--- src/design/gre_pkg.sv ---
// ----------------------------------------------------------------------------
// gre_pkg
// Shared types, register indexes and the grid offset helper for the glyph
// run rectangle emitter.
// ----------------------------------------------------------------------------
package gre_pkg;

  localparam int GLYPH_ROWS = 8;
  localparam int ROW_W      = $clog2(GLYPH_ROWS);
  localparam logic [14:0] MAX_DIM = 15'h7fff;

  // Register indexes (word address bits [3:2])
  typedef enum logic [1:0] {
    REG_CHAR_WIDTH  = 2'd0,
    REG_CHAR_HEIGHT = 2'd1,
    REG_ADVANCE_X   = 2'd2,
    REG_ADVANCE_Y   = 2'd3
  } gre_reg_t;

  typedef struct packed {
    logic [63:0]        glyph_bits;
    logic               new_string;
    logic signed [31:0] start_x;
    logic signed [31:0] start_y;
  } gre_in_t;

  typedef struct packed {
    logic signed [31:0] rect_x;
    logic signed [31:0] rect_y;
    logic [14:0]        rect_w;
    logic [14:0]        rect_h;
    logic               last_rect;
  } gre_out_t;

  typedef struct packed {
    logic signed [15:0] char_width;
    logic signed [15:0] char_height;
    logic signed [15:0] advance_x;
    logic signed [15:0] advance_y;
  } gre_cfg_t;

  // Controller to datapath
  typedef struct packed {
    logic load;       // take the input beat
    logic step;       // extract one run or skip one row
    logic push_last;  // move pending rectangle out, flagged last
    logic finish;     // advance the pen
  } gre_cmd_t;

  // Datapath to controller
  typedef struct packed {
    logic cand_valid; // this step yields a non-empty rectangle
    logic pend_valid; // a rectangle waits for its successor
    logic out_free;   // output register can take a beat
    logic scan_end;   // this step finishes the last row
  } gre_status_t;

  // Offset of grid line idx within a cell, truncated toward zero
  function automatic logic signed [16:0] grid_off(input logic signed [15:0] size,
                                                  input logic [3:0] idx);
    logic signed [20:0] prod;
    logic signed [20:0] adj;
    prod = 21'(size) * 21'($signed({1'b0, idx}));
    adj  = prod + (prod[20] ? 21'sd7 : 21'sd0);
    return 17'(adj >>> 3);
  endfunction

endpackage

--- src/design/gre_cfg.sv ---
// ----------------------------------------------------------------------------
// gre_cfg
// APB register file holding cell size and pen step.
// ----------------------------------------------------------------------------
module gre_cfg (
  input  logic              clk,
  input  logic              rst_n,
  input  logic              psel,
  input  logic              penable,
  input  logic              pwrite,
  input  logic [3:0]        paddr,
  input  logic [31:0]       pwdata,
  output logic [31:0]       prdata,
  output logic              pready,
  output gre_pkg::gre_cfg_t cfg
);
  import gre_pkg::*;

  gre_cfg_t cfg_r;
  gre_reg_t idx;
  logic     wr_en;

  assign idx    = gre_reg_t'(paddr[3:2]);
  assign wr_en  = psel & penable & pwrite;
  assign pready = 1'b1;
  assign cfg    = cfg_r;

  // Write registers on the access phase
  always_ff @(posedge clk) begin
    if (!rst_n) begin
      cfg_r.char_width  <= 16'sd16;
      cfg_r.char_height <= 16'sd32;
      cfg_r.advance_x   <= 16'sd16;
      cfg_r.advance_y   <= 16'sd0;
    end else if (wr_en) begin
      case (idx)
        REG_CHAR_WIDTH:  cfg_r.char_width  <= pwdata[15:0];
        REG_CHAR_HEIGHT: cfg_r.char_height <= pwdata[15:0];
        REG_ADVANCE_X:   cfg_r.advance_x   <= pwdata[15:0];
        REG_ADVANCE_Y:   cfg_r.advance_y   <= pwdata[15:0];
        default: ;
      endcase
    end
  end

  // Read back, sign extended
  always_comb begin
    case (idx)
      REG_CHAR_WIDTH:  prdata = 32'(cfg_r.char_width);
      REG_CHAR_HEIGHT: prdata = 32'(cfg_r.char_height);
      REG_ADVANCE_X:   prdata = 32'(cfg_r.advance_x);
      REG_ADVANCE_Y:   prdata = 32'(cfg_r.advance_y);
      default:         prdata = 32'd0;
    endcase
  end

endmodule

--- src/design/gre_ctrl.sv ---
// ----------------------------------------------------------------------------
// gre_ctrl
// Sequencer: takes a glyph, steps the run scan, flushes the final rectangle.
// ----------------------------------------------------------------------------
module gre_ctrl (
  input  logic                 clk,
  input  logic                 rst_n,
  input  logic                 in_valid,
  output logic                 in_stall,
  input  gre_pkg::gre_status_t st,
  output gre_pkg::gre_cmd_t    cmd
);
  import gre_pkg::*;

  typedef enum logic [2:0] {
    S_IDLE  = 3'b001,
    S_SCAN  = 3'b010,
    S_FLUSH = 3'b100
  } state_t;

  state_t state_r, state_nxt;

  assign in_stall = (state_r != S_IDLE);

  // Next state and commands
  always_comb begin
    state_nxt = state_r;
    cmd       = '0;
    case (state_r)
      S_IDLE: begin
        if (in_valid) begin
          cmd.load  = 1'b1;
          state_nxt = S_SCAN;
        end
      end
      S_SCAN: begin
        // hold while a new rectangle would need a full output register
        cmd.step = !(st.cand_valid && st.pend_valid && !st.out_free);
        if (cmd.step && st.scan_end) begin
          state_nxt = S_FLUSH;
        end
      end
      S_FLUSH: begin
        if (!st.pend_valid) begin
          cmd.finish = 1'b1;
          state_nxt  = S_IDLE;
        end else if (st.out_free) begin
          cmd.push_last = 1'b1;
          cmd.finish    = 1'b1;
          state_nxt     = S_IDLE;
        end
      end
      default: state_nxt = S_IDLE;
    endcase
  end

  always_ff @(posedge clk) begin
    if (!rst_n) begin
      state_r <= S_IDLE;
    end else begin
      state_r <= state_nxt;
    end
  end

endmodule

--- src/design/gre_dp.sv ---
// ----------------------------------------------------------------------------
// gre_dp
// Datapath: pen, glyph and row scan registers, run extraction, edge
// arithmetic, pending rectangle and output register.
// ----------------------------------------------------------------------------
module gre_dp (
  input  logic                 clk,
  input  logic                 rst_n,
  input  gre_pkg::gre_cfg_t    cfg,
  input  gre_pkg::gre_in_t     in_data,
  input  gre_pkg::gre_cmd_t    cmd,
  output gre_pkg::gre_status_t st,
  output logic                 out_valid,
  input  logic                 out_stall,
  output gre_pkg::gre_out_t    out_rect
);
  import gre_pkg::*;

  logic [63:0]      glyph_r;
  logic [31:0]      pen_x_r, pen_x_nxt;
  logic [31:0]      pen_y_r, pen_y_nxt;
  logic [ROW_W-1:0] row_r, row_inc;
  logic [7:0]       rem_r, rem_clr, run_mask;
  logic             pend_valid_r, pend_valid_nxt;
  gre_out_t         pend_r;
  gre_out_t         pend_last;
  logic             out_valid_r, out_valid_nxt;
  gre_out_t         out_r;

  logic [3:0]         col_s, col_e;
  logic               found, closed;
  logic signed [16:0] xa, xb, ya, yb, xlo, ylo;
  logic signed [17:0] dx, dy;
  logic [17:0]        xmag, ymag;
  logic               out_free;
  gre_out_t           cand;

  // Locate the leftmost run of set bits still pending in this row
  always_comb begin
    found  = 1'b0;
    closed = 1'b0;
    col_s  = 4'd0;
    col_e  = 4'd8;
    for (int c = 0; c < 8; c++) begin
      if (!found && rem_r[7-c]) begin
        found = 1'b1;
        col_s = 4'(c);
      end else if (found && !closed && !rem_r[7-c]) begin
        closed = 1'b1;
        col_e  = 4'(c);
      end
    end
    for (int c = 0; c < 8; c++) begin
      run_mask[7-c] = (4'(c) >= col_s) && (4'(c) < col_e);
    end
  end

  assign rem_clr = rem_r & ~run_mask;
  assign row_inc = row_r + 1'b1;

  // Cell edges and spans
  assign ya = grid_off(cfg.char_height, {1'b0, row_r});
  assign yb = grid_off(cfg.char_height, {1'b0, row_r} + 4'd1);
  assign xa = grid_off(cfg.char_width, col_s);
  assign xb = grid_off(cfg.char_width, col_e);
  assign dx = 18'(xb) - 18'(xa);
  assign dy = 18'(yb) - 18'(ya);
  assign xlo  = dx[17] ? xb : xa;
  assign ylo  = dy[17] ? yb : ya;
  assign xmag = dx[17] ? 18'(-dx) : 18'(dx);
  assign ymag = dy[17] ? 18'(-dy) : 18'(dy);

  // Candidate rectangle for this step
  always_comb begin
    cand.rect_x    = pen_x_r + 32'(xlo);
    cand.rect_y    = pen_y_r + 32'(ylo);
    cand.rect_w    = (xmag > 18'(MAX_DIM)) ? MAX_DIM : xmag[14:0];
    cand.rect_h    = (ymag > 18'(MAX_DIM)) ? MAX_DIM : ymag[14:0];
    cand.last_rect = 1'b0;
  end

  // Pending rectangle flagged as the final one of its glyph
  always_comb begin
    pend_last           = pend_r;
    pend_last.last_rect = 1'b1;
  end

  assign out_free = !out_valid_r || !out_stall;

  assign st.cand_valid = (rem_r != 8'd0) && (xmag != 18'd0) && (ymag != 18'd0);
  assign st.pend_valid = pend_valid_r;
  assign st.out_free   = out_free;
  assign st.scan_end   = (row_r == ROW_W'(GLYPH_ROWS - 1)) && (rem_clr == 8'd0);

  // Pen: load from start point on a new string, step after each glyph
  always_comb begin
    pen_x_nxt = pen_x_r;
    pen_y_nxt = pen_y_r;
    if (cmd.load && in_data.new_string) begin
      pen_x_nxt = in_data.start_x;
      pen_y_nxt = in_data.start_y;
    end else if (cmd.finish) begin
      pen_x_nxt = pen_x_r + 32'(cfg.advance_x);
      pen_y_nxt = pen_y_r + 32'(cfg.advance_y);
    end
  end

  // Pending and output valid flags
  always_comb begin
    pend_valid_nxt = pend_valid_r;
    out_valid_nxt  = out_valid_r && out_stall;
    if (cmd.step && st.cand_valid) begin
      pend_valid_nxt = 1'b1;
      if (pend_valid_r) begin
        out_valid_nxt = 1'b1;
      end
    end
    if (cmd.push_last) begin
      pend_valid_nxt = 1'b0;
      out_valid_nxt  = 1'b1;
    end
  end

  // Control state
  always_ff @(posedge clk) begin
    if (!rst_n) begin
      pen_x_r      <= 32'd0;
      pen_y_r      <= 32'd0;
      pend_valid_r <= 1'b0;
      out_valid_r  <= 1'b0;
    end else begin
      pen_x_r      <= pen_x_nxt;
      pen_y_r      <= pen_y_nxt;
      pend_valid_r <= pend_valid_nxt;
      out_valid_r  <= out_valid_nxt;
    end
  end

  // Scan registers and rectangle payloads
  always_ff @(posedge clk) begin
    if (cmd.load) begin
      glyph_r <= in_data.glyph_bits;
      row_r   <= '0;
      rem_r   <= in_data.glyph_bits[7:0];
    end else if (cmd.step) begin
      if (rem_clr == 8'd0) begin
        row_r <= row_inc;
        rem_r <= glyph_r[{row_inc, 3'b000} +: 8];
      end else begin
        rem_r <= rem_clr;
      end
    end
    if (cmd.step && st.cand_valid) begin
      pend_r <= cand;
      if (pend_valid_r) begin
        out_r <= pend_r;
      end
    end
    if (cmd.push_last) begin
      out_r <= pend_last;
    end
  end

  assign out_valid = out_valid_r;
  assign out_rect  = out_r;

endmodule

--- src/design/glyph_run_rectangle_emitter_top.sv ---
// Flow: a new glyph is taken only once the previous one has been scanned and flushed;
// the run scan steps one run or empty row per cycle unless held by a full output register.
// Rectangles leave at most one per cycle, and only while the output is not stalled.
// Reset: synchronous active-low; registers to defaults, pen to zero, no output.
// ----------------------------------------------------------------------------
// glyph_run_rectangle_emitter_top
// Turns 8x8 glyph bitmaps into filled rectangles at a moving pen position.
// ----------------------------------------------------------------------------
module glyph_run_rectangle_emitter_top (
  input  logic              clk,
  input  logic              rst_n,
  input  logic              in_valid,
  output logic              in_stall,
  input  gre_pkg::gre_in_t  in_glyph,
  output logic              out_valid,
  input  logic              out_stall,
  output gre_pkg::gre_out_t out_rect,
  input  logic              psel,
  input  logic              penable,
  input  logic              pwrite,
  input  logic [3:0]        paddr,
  input  logic [31:0]       pwdata,
  output logic [31:0]       prdata,
  output logic              pready
);
  import gre_pkg::*;

  gre_cfg_t    cfg;
  gre_cmd_t    cmd;
  gre_status_t st;

  gre_cfg u_cfg (
    .clk     (clk),
    .rst_n   (rst_n),
    .psel    (psel),
    .penable (penable),
    .pwrite  (pwrite),
    .paddr   (paddr),
    .pwdata  (pwdata),
    .prdata  (prdata),
    .pready  (pready),
    .cfg     (cfg)
  );

  gre_ctrl u_ctrl (
    .clk      (clk),
    .rst_n    (rst_n),
    .in_valid (in_valid),
    .in_stall (in_stall),
    .st       (st),
    .cmd      (cmd)
  );

  gre_dp u_dp (
    .clk       (clk),
    .rst_n     (rst_n),
    .cfg       (cfg),
    .in_data   (in_glyph),
    .cmd       (cmd),
    .st        (st),
    .out_valid (out_valid),
    .out_stall (out_stall),
    .out_rect  (out_rect)
  );

endmodule

--- config.mk ---
export PLATFORM = sky130hd
export DESIGN_NAME = glyph_run_rectangle_emitter_top
export DESIGN_NICKNAME = d
export VERILOG_FILES = /design/src/design/gre_pkg.sv /design/src/design/gre_cfg.sv /design/src/design/gre_ctrl.sv /design/src/design/gre_dp.sv /design/src/design/glyph_run_rectangle_emitter_top.sv
export SDC_FILE = /design/constraint.sdc
export NUM_CORES = 1
export LEC_CHECK = 0
export BUFFER_PORTS_ARGS = -buffer_cell sky130_fd_sc_hd__buf_2
export CAP_MARGIN = 15
export CORE_MARGIN = 5
export CORE_UTILIZATION = 60
export DETAILED_ROUTE_END_ITERATION = 7
export GPL_ROUTABILITY_DRIVEN = 0
export PLACE_DENSITY = 0.79
export SYNTH_ARGS = -nofsm -noshare
export SYNTH_HDL_FRONTEND = slang
export SYNTH_SLANG_ARGS = --single-unit
--- constraint.sdc ---
create_clock -name clk -period 33.1 [get_ports clk]
set_input_delay 6.62 -clock clk [delete_from_list [all_inputs] [get_ports clk]]
set_output_delay 6.62 -clock clk [all_outputs]
set_load 0.01 [all_outputs]
==> flow_summary_export.csv, run 1 <==
group,metric,value,unit
die,coreArea,0.05606,mm²
power_and_ir_drop,p_leak,16.84,nW
setup_path,slowest_stage,"ha_1",
timing,slew_viol_final,0,
setup_path,rr_worst_depth,61,
setup_path,cpPeakStageDelay,580,ps
setup_path,path_common_cell,"o21ai_0",
global_route,grt_overflow,0,
setup_path,timing.rr.start,"u_dp.row_r[0]",
timing,finalHoldViolations,0,
timing,clock-skew-final,21.91,ps
flow_run,cap_violations,0,
global_route,grt_max_degree,116,
clocking,cts_tree,"built",
clocking,clk_pin_slew,60,ps
placement,io_buffers,282,
synthesis,yosys_warnings,0,
timing,slew_headroom,0.2901,
global_route,grt_use_met1,0.3428,
global_route,grt_pass1_vias,25880,
synthesis,seq_area_frac_synth,0.3120,
route,routed_via_density,5.675,
die,die_w,247.4,µm
synthesis,syn_avg_cell_area,9.028,µm²
synthesis,synth_fp_nets,4345,
route,drt-total-wl,82.11,mm
finish,nFillCells,4545,
timing,fin_crit,15940,ps
timing,min_period_over_period,0.4816,
global_route,grt_use_met2,0.4272,
clocking,cts_sinks,397,
power_and_ir_drop,p_switching,0.4824,mW
finish,utilization,0.6625,
timing,fmax,62.73,MHz
setup_path,reg2reg_slack,17160,ps
setup_path,end_kind,"flop",
global_route,grt_busiest_layer,"met2",
timing,worst_pin_slew,1058,ps
die,die_y,247.4,µm
setup_path,crit_type,"flop to flop",
power_and_ir_drop,comb_power_share,0.301,
finish,syn2layout_area_growth,9.827,%
global_route,grt_use_total,0.2636,
route,dr.pass1.iters,5,
global_route,grt_util_met3,0.05955,
synthesis,synth_cell_types,100,
clocking,worstSkewPairLatency,580,ps
global_route,antenna_found_initial,14,
clocking,root_buffer,"clkbuf_16",
power_and_ir_drop,p_sw_frac,0.3250,
timing,setup_viol_count_final,0,
setup_path,crit_fanout,48,
synthesis,synth_seq_cells,397,
power_and_ir_drop,vdd_drop_max,0.04276,mV
setup_path,cp.required,33430,ps
clocking,cts_resized,0,
timing,rsz0062_at_grt,"false",
power_and_ir_drop,power.share.clock,0.311,
setup_path,critPathArrivalTime,16270,ps
die,dieArea,0.06121,mm²
setup_path,reg2reg_to,"u_dp.pend_last[62]",
power_and_ir_drop,power_density,39.97,mW/mm²
synthesis,ys_async_sr_fraction,0,
clocking,h-tree-depth,2,
power_and_ir_drop,p_int,1.002,mW
synthesis,synthCells,3746,
route,ant_nets,0,
finish,final_common_cell,"nand2_1",
hold_path,hold_path.class,"flop to flop",
die,io_pins,302,
route,drt_iter0_drc,1829,
finish,final_cell_mix,"nand2_1, inv_1, ha_1",
timing,setup-tns-final,0,ps
route,avgRoutedWirePerCell,17.25,µm
setup_path,crit_path_start_kind,"flop",
power_and_ir_drop,p_seq_frac,0.388,
finish,drive_above_1_share,0.1129,
route,drc_errors,0,
clocking,hold_buffers,0,
outcome,run_status,"finished clean",
synthesis,synth_edf_count,260,
clocking,cts_setup_buffers,0,
die,row_count,87,
placement,place_hpwl,63.95,mm
clocking,cts_buffer_depth,3,
clocking,cts_made_buffers,43,
global_route,grt_pass1_wl,130.9,mm
die,start_util,0.6032,
route,vias,27010,
hold_path,whs_path_depth,2,
finish,nets,4566,
hold_path,hp-start,"u_dp.out_rect[0]",
synthesis,syn_area,0.03382,mm²
hold_path,hold_path_end,"u_dp.out_rect[0]",
synthesis,synth_flop_cell,"edfxtp_1",
==> cell families after synthesis <==
family / share of synthesized area
simple gates: 0.1935
compound gates: 0.1509
buf+inv: 0.05935
fa+ha+maj: 0.1811
flops: 0.3120
xor+xnor: 0.07537
mux: 0.02771
other cells: 0.0001109
==> sequential cells by signal (all words and copies together), names as in the netlist <==
signal and flops:
u_dp.rem_r 8, u_dp.pend_valid_r 1, u_cfg.cfg 64, u_ctrl.state_r 3, u_dp.row_r 3, u_dp.pen_x_r 32, u_dp.out_rect 95, u_dp.glyph_r 64
u_dp.out_valid 1, u_dp.pend_last 94, u_dp.pen_y_r 32
==> cells in the mapped netlist (17+ instances only) <==
master	n	share of area
o21a_1	30	0.0067
clkbuf_1	93	0.010
nor2_1	225	0.025
o211ai_1	22	0.0049
mux4_2	32	0.021
nand2_1	407	0.045
nand2b_1	41	0.0076
xor2_1	84	0.022
nor2b_1	77	0.014
nor3_1	79	0.012
xnor2_1	200	0.052
and2_1	258	0.048
buf_4	17	0.0038
ha_1	323	0.12
a21o_1	55	0.012
o21ai_0	140	0.021
a21boi_0	84	0.019
edfxtp_1	260	0.23
or3_1	28	0.0052
nand3_1	68	0.010
a21oi_1	212	0.031
a22oi_1	25	0.0055
and3_1	30	0.0055
a211oi_1	22	0.0049
nand4_1	21	0.0039
o21bai_1	33	0.0073
fa_1	104	0.062
inv_1	374	0.042
dfxtp_1	137	0.081
==> cell type report <==
type	instances	area, µm²	area share
Tap cell	756	945.9	0.02547
Timing Repair Buffer	305	1587	0.04272
Clock buffer	49	1099	0.02958
Antenna cell	9	22.52	0.0006064
Clock inverter	24	241.5	0.006502
Multi-Input combinational cell	2843	21280	0.5729
Inverter	377	1416	0.03814
Sequential cell	397	10550	0.2841
==> layer usage <==
metal	vias up	share of wire
li1	13430	-
met1	12650	0.43
met2	737	0.45
met3	181	0.073
met4	10	0.044
met5	-	0.00084
==> worst max path at each step <==
stage	start	depth (start not counted)	slack, ps	to
floorplan	paddr[2]	3	18270	prdata[10]
global placement	u_dp.row_r[0]	61	17530	u_dp.pend_last[62]
detailed placement	u_dp.row_r[0]	61	17350	u_dp.pend_last[62]
CTS	u_dp.row_r[0]	61	17280	u_dp.pend_last[62]
global route	u_dp.row_r[0]	61	15750	u_dp.pend_last[62]
finish	u_dp.row_r[0]	61	17160	u_dp.pend_last[62]
==> critical path: cells and delay by family, from the launching register on <==
kind / cells / cell delay (ps)
compound gates: 36 / 8760
fa+ha+maj: 9 / 3280
simple gates: 10 / 2010
buf+inv: 4 / 720
xor+xnor: 2 / 540
flops: 1 / 310
==> per-stage QoR <==
step | hold slack [ps] | power, mW | instance area [µm²] | setup WS [ps] | cells
floorplan | 457.7 | 0.9186 | 33820 | 18270 | 3746
global placement | 467.5 | 1.014 | 35780 | 17530 | 4678
detailed placement | 485.2 | 1.023 | 35780 | 17350 | 4678
CTS | 499.7 | 1.487 | 37120 | 17280 | 4751
global route | 514.2 | 1.564 | 37130 | 15750 | 4756
finish | 499.5 | 1.484 | 37140 | 17160 | 4760
==> power groups by stage <==
stage               Combinational, mW  Sequential (mW)  Clock [mW]
finish                          0.447            0.576       0.462
global route                    0.496            0.577       0.491
CTS                             0.442            0.575       0.469
detailed placement              0.438            0.586           0
global placement                0.429            0.585           0
floorplan                       0.338            0.580           0
Power figures use the tool's default switching activity.
==> inputs of run 2 (changes only) <==
- clock period: 33.1 -> 14.7 ns (I/O delays scaled with it)
==> run 2 against run 1 <==
Effect of this change: sequential share of layout area down 0.34 points; sequential power rose by 130%; final cell count up 0.84%; critical path type unchanged; combinational power rose by 130%; global-route usage up 0.41 points.
==> flow_summary_export.csv, run 2 (synthesized netlist as in run 1, its figures left out) <==
group,metric,value,unit
global_route,grt_use_met2,0.4340,
global_route,grt_use_met1,0.3579,
hold_path,hold_path.class,"flop to flop",
timing,clock-skew-final,28.70,ps
timing,finalHoldViolations,0,
timing,whs,490.3,ps
clocking,worstSkewPairLatency,580,ps
power_and_ir_drop,p_sw_frac,0.3212,
power_and_ir_drop,p_leak,17.09,nW
power_and_ir_drop,finalPower,3.435,mW
power_and_ir_drop,power_density,91.40,mW/mm²
power_and_ir_drop,p_seq_frac,0.377,
die,die_w,247.4,µm
placement,place_hpwl,65.07,mm
setup_path,crit_path_start_kind,"flop",
route,avgRoutedWirePerCell,17.38,µm
route,drt-total-wl,83.42,mm
outcome,run_status,"finished clean",
setup_path,cp.required,15030,ps
finish,drive_above_1_share,0.1238,
clocking,h-tree-depth,2,
clocking,clk_pin_slew,60,ps
route,ant_nets,0,
setup_path,end_kind,"flop",
timing,min_period_over_period,0.9157,
die,start_util,0.6032,
global_route,grt_max_degree,116,
die,row_count,87,
finish,final_cell_mix,"nand2_1, inv_1, ha_1",
route,routed_via_density,5.684,
clocking,cts_sinks,397,
power_and_ir_drop,p_int,2.332,mW
route,dr.pass1.iters,5,
global_route,grt_overflow,0,
setup_path,cpPeakStageDelay,550,ps
timing,fmax,74.29,MHz
global_route,grt_busiest_layer,"met2",
global_route,grt_pass1_wl,132.7,mm
setup_path,crit_fanout,16,
die,die_y,247.4,µm
finish,final_common_cell,"nand2_1",
setup_path,critPathArrivalTime,13790,ps
finish,syn2layout_area_growth,11.15,%
global_route,antenna_found_initial,18,
clocking,cts_made_buffers,43,
timing,fin_crit,13460,ps
setup_path,path_common_cell,"a21oi_1",
route,vias,27280,
power_and_ir_drop,power.share.clock,0.321,
timing,rsz0062_at_grt,"false",
die,dieArea,0.06121,mm²
clocking,cts_tree,"built",
clocking,root_buffer,"clkbuf_16",
die,coreArea,0.05606,mm²
placement,place_ws,750.5,ps
placement,io_buffers,282,
setup_path,slowest_stage,"edfxtp_1",
finish,final_cells,4800,
timing,slew_viol_final,0,
timing,worst_pin_slew,1081,ps
flow_run,cap_violations,0,
clocking,cts_buffer_depth,3,
timing,fin_ws,1239,ps
global_route,grt_pass1_vias,26020,
finish,largest_reg_flops,95,
timing,slew_headroom,0.2795,
finish,nets,4597,
timing,setup-tns-final,0,ps
power_and_ir_drop,vdd_drop_max,0.09341,mV
placement,dp_cells,4705,
clocking,hold_buffers,0,
timing,setup_viol_count_final,0,
route,drc_errors,0,
setup_path,crit_type,"flop to flop",
global_route,grt_util_met3,0.05072,
power_and_ir_drop,comb_power_share,0.302,
die,io_pins,302,
power_and_ir_drop,p_switching,1.104,mW
global_route,grt_use_total,0.2678,
route,drt_iter0_drc,2099,
run 2: changes by cell type in the layout (fill, tap and decap cells not counted), sizes merged:
cell / change
inv: +2
clkinv: -2
buf: +31
bufinv: +3
clkbuf: +2
diode: +3
clkinvlp: +1
run 2: per-stage QoR:
step,utilization,area [µm²]
after floorplan,-,33820
after global placement,0.6423,36010
after detailed placement,0.6423,36010
after CTS,0.6678,37430
after global routing,0.6703,37580
final,0.6705,37590
run 2: repair_timing:
item                       4_1_cts  5_1_grt
setup buffers                    0        3
gates resized for setup          0       18
setup endpoints to repair        0       14
run 2: routing by layer:
| metal | wire (µm) | up-vias |
|---|---|---|
| met2 | 38340 | 813 |
| met5 | 85 | - |
| met4 | 3319 | 14 |
| li1 | - | 13490 |
| met3 | 5884 | 169 |
| met1 | 35790 | 12800 |
run 2: power groups by stage:
stage / sequential (mW) / clock, mW / combinational (mW)
after global placement: 1.32 / 0 / 0.981
after global routing: 1.30 / 1.17 / 1.15
after detailed placement: 1.32 / 0 / 1.00
after CTS: 1.30 / 1.12 / 1.01
after floorplan: 1.31 / 0 / 0.762
final: 1.30 / 1.10 / 1.04
run 2: final timing paths:
kind / slack (ps) / from / cells after the start / endpoint
max: 1240 / u_dp.rem_r[5] / 60 / u_dp.pend_last[93]
max reg2reg: 1240 / u_dp.rem_r[5] / 60 / u_dp.pend_last[93]
min: 490 / u_dp.out_rect[0] / 2 / u_dp.out_rect[0]
min reg2reg: 490 / u_dp.out_rect[0] / 2 / u_dp.out_rect[0]
run 2: worst max-delay path: cells and delay by family, from the launching register on:
family / cells / cell delay [ps]
AND/OR/NAND/NOR: 14 / 2560
buffers and inverters: 5 / 540
flip-flops: 1 / 550
XOR/XNOR: 3 / 430
adder cells (fa/ha/maj): 8 / 3140
AO/OA/AOI/OAI: 30 / 5990
run 2: area by class of cell:
| type | instances | area, µm² |
|---|---|---|
| inverter | 377 | 1416 |
| clock inverter | 28 | 322.8 |
| tap | 756 | 945.9 |
| sequential | 397 | 10550 |
| antenna | 12 | 30.03 |
| multi-input combinational | 2843 | 21370 |
| timing repair buffer | 336 | 1844 |
| fill | 4504 | 18470 |
| clock buffer | 51 | 1106 |
==> inputs of run 3 (changes only) <==
- SYNTH_HIERARCHICAL: default -> 1
==> run 3 against run 2 <==
Effect of this change: worst hold slack improved by 0.89 ps; critical path depth did not move; critical path type unchanged; synthesized cell count fell by 2.2%; critical endpoint is now u_dp/pend_last[55]; setup slack worse by 340 ps; flip-flop and latch count is the same; final cell count down 1.8%; routed wire length down 1.8%; sequential share of layout area about the same.
==> flow_summary_export.csv, run 3 <==
group,metric,value,unit
power_and_ir_drop,p_int,2.308,mW
finish,final_common_cell,"inv_1",
hold_path,whs_path_depth,2,
flow_run,cap_violations,0,
setup_path,crit_path_start_kind,"flop",
finish,syn2layout_area_growth,11.00,%
synthesis,seq_area_frac_synth,0.3114,
setup_path,end_kind,"flop",
route,drt_iter0_drc,1715,
clocking,hold_buffers,0,
clocking,cts_tree,"built",
synthesis,synth.largest_area_cell,"edfxtp_1",
setup_path,critPathTopFamily,"compound AO/OA/AOI/OAI gates",
synthesis,synth_fp_nets,4264,
finish,largest_reg_flops,95,
die,row_count,87,
timing,setup_viol_count_final,0,
hold_path,hold_path_end,"u_cfg/cfg[30]",
setup_path,cp.required,15030,ps
setup_path,critPathArrivalTime,14130,ps
setup_path,timing.rr.start,"u_dp/row_r[0]",
timing,fmax,72.48,MHz
route,drc_errors,0,
power_and_ir_drop,finalPower,3.391,mW
route,drt-total-wl,81.89,mm
outcome,run_status,"finished clean",
timing,clock-skew-final,38.87,ps
timing,min_period_over_period,0.9386,
route,avgRoutedWirePerCell,17.36,µm
global_route,grt_use_total,0.2619,
die,coreArea,0.05617,mm²
placement,dp_cells,4627,
synthesis,synth_flop_cell,"edfxtp_1",
die,start_util,0.6031,
setup_path,cp.depth,60,
synthesis,yosys_warnings,6,
die,io_pins,302,
synthesis,synth_seq_cells,397,
hold_path,hold_path.class,"flop to flop",
power_and_ir_drop,p_sw_frac,0.3194,
power_and_ir_drop,power_density,90.17,mW/mm²
power_and_ir_drop,p_leak,17.54,nW
synthesis,synth_edf_count,260,
synthesis,synth_area_leaders,"edfxtp_1, ha_1, dfxtp_1",
timing,fin_crit,13800,ps
timing,slew_viol_final,0,
global_route,antenna_found_initial,7,
global_route,grt_pass1_wl,129.7,mm
synthesis,synth_cell_types,104,
route,vias,26640,
global_route,grt_overflow,0,
clocking,root_buffer,"clkbuf_16",
finish,nets,4520,
timing,worst_pin_slew,1229,ps
timing,setup-tns-final,0,ps
clocking,worstSkewPairLatency,590,ps
die,die_w,247.6,µm
synthesis,syn_avg_cell_area,9.243,µm²
finish,drive_above_1_share,0.1284,
synthesis,yosysMostFrequentCell,"inv_1",
power_and_ir_drop,comb_power_share,0.292,
route,ant_nets,0,
global_route,grt_max_degree,101,
placement,io_buffers,282,
clocking,cts_made_buffers,43,
synthesis,synth_common_cells,"inv_1, ha_1, nand2_1",
die,die_y,247.6,µm
setup_path,path_common_cell,"a21oi_1",
global_route,grt_pass1_vias,25430,
setup_path,slowest_stage,"fa_1",
finish,final_cells,4716,
clocking,clk_pin_slew,60,ps
route,routed_via_density,5.648,
power_and_ir_drop,vdd_drop_max,0.1195,mV
synthesis,synth_top_area_frac,0.2305,
setup_path,worst-path-buf-inv,3,
setup_path,reg2reg_to,"u_dp/pend_last[55]",
clocking,cts_sinks,397,
hold_path,hp-start,"u_cfg/cfg[30]",
synthesis,ys_async_sr_fraction,0,
finish,final_cell_mix,"inv_1, ha_1, nand2_1",
setup_path,reg2reg_slack,900,ps
placement,place_ws,376.7,ps
setup_path,rr_worst_depth,60,
route,dr.pass1.iters,7,
clocking,h-tree-depth,2,
power_and_ir_drop,power.share.clock,0.325,
clocking,cts_buffer_depth,3,
timing,rsz0062_at_grt,"false",
timing,slew_headroom,0.1768,
setup_path,cpPeakStageDelay,540,ps
power_and_ir_drop,p_switching,1.083,mW
synthesis,synthCells,3665,
power_and_ir_drop,p_seq_frac,0.383,
timing,finalHoldViolations,0,
placement,place_hpwl,64.16,mm
die,dieArea,0.06131,mm²
setup_path,crit_type,"flop to flop",
timing,fin_ws,902.2,ps
setup_path,crit_fanout,22,
synthesis,syn_area,0.03388,mm²
run 3: routing by layer:
layer / global-route usage / wire (µm)
met1: 0.3599 / 36370
met2: 0.4260 / 37230
met3: 0.03823 / 5191
met4: 0.09383 / 3067
met5: 0 / 27
run 3: how the worst max path moves through the flow:
stage / start / to / slack, ps
final: u_dp/row_r[0] / u_dp/pend_last[55] / 900
after global routing: u_dp/rem_r[4] / u_dp/pend_last[93] / 30
after CTS: u_dp/rem_r[4] / u_dp/pend_last[93] / 320
after detailed placement: u_dp/rem_r[4] / u_dp/pend_last[93] / 380
after global placement: u_dp/rem_r[4] / u_dp/pend_last[93] / 630
after floorplan: u_dp/row_r[0] / u_dp/pend_last[10] / 780
run 3: what timing repair did:
action                                  in CTS  in global routing
buffers inserted                             0                  5
resized for setup                            0                 19
endpoints found under the setup margin       0                 18
run 3: cells by family (layout without fill, tap and decap cells):
logic type	after synthesis	count (layout)	synth area share
buffers and inverters	512	802	0.06201
and+or+nand+nor	1187	1187	0.1764
DFF	397	397	0.3114
AOI/OAI and AO/OA	697	697	0.1343
other	1	6	0.0001107
muxes	156	156	0.05843
adders and majority gates	429	429	0.1814
xor gates and xnor gates	286	286	0.07597
run 3: power by group through the flow:
stage / logic (mW) / registers, mW / clock network (mW)
floorplan: 0.743 / 1.31 / 0
global placement: 0.946 / 1.32 / 0
detailed placement: 0.964 / 1.32 / 0
CTS: 0.972 / 1.30 / 1.12
global route: 1.09 / 1.30 / 1.17
finish: 0.991 / 1.30 / 1.10
run 3: tightest hold or removal path, cell delays in order (launching register included):
cell and delay [ps]:
dfxtp_1 330, nand2_1 60, mux2i_1 50
run 3: cell type report:
type | instances | area [µm²]
multi-input combinational | 2756 | 21330
fill | 4539 | 18570
sequential | 397 | 10550
timing repair buffer | 334 | 1854
inverter | 389 | 1460
clock buffer | 54 | 1169
tap | 756 | 945.9
clock inverter | 25 | 275.3
antenna | 5 | 12.51
run 3: per-stage QoR:
step | hold WS, ps | utilization | cell area [µm²]
after floorplan | 439.8 | - | 33880
after detailed placement | 479.0 | 0.6418 | 36050
after CTS | 487.7 | 0.6675 | 37490
final | 491.2 | 0.6695 | 37600
after global placement | 472.9 | 0.6418 | 36050
after global routing | 497.7 | 0.6694 | 37600
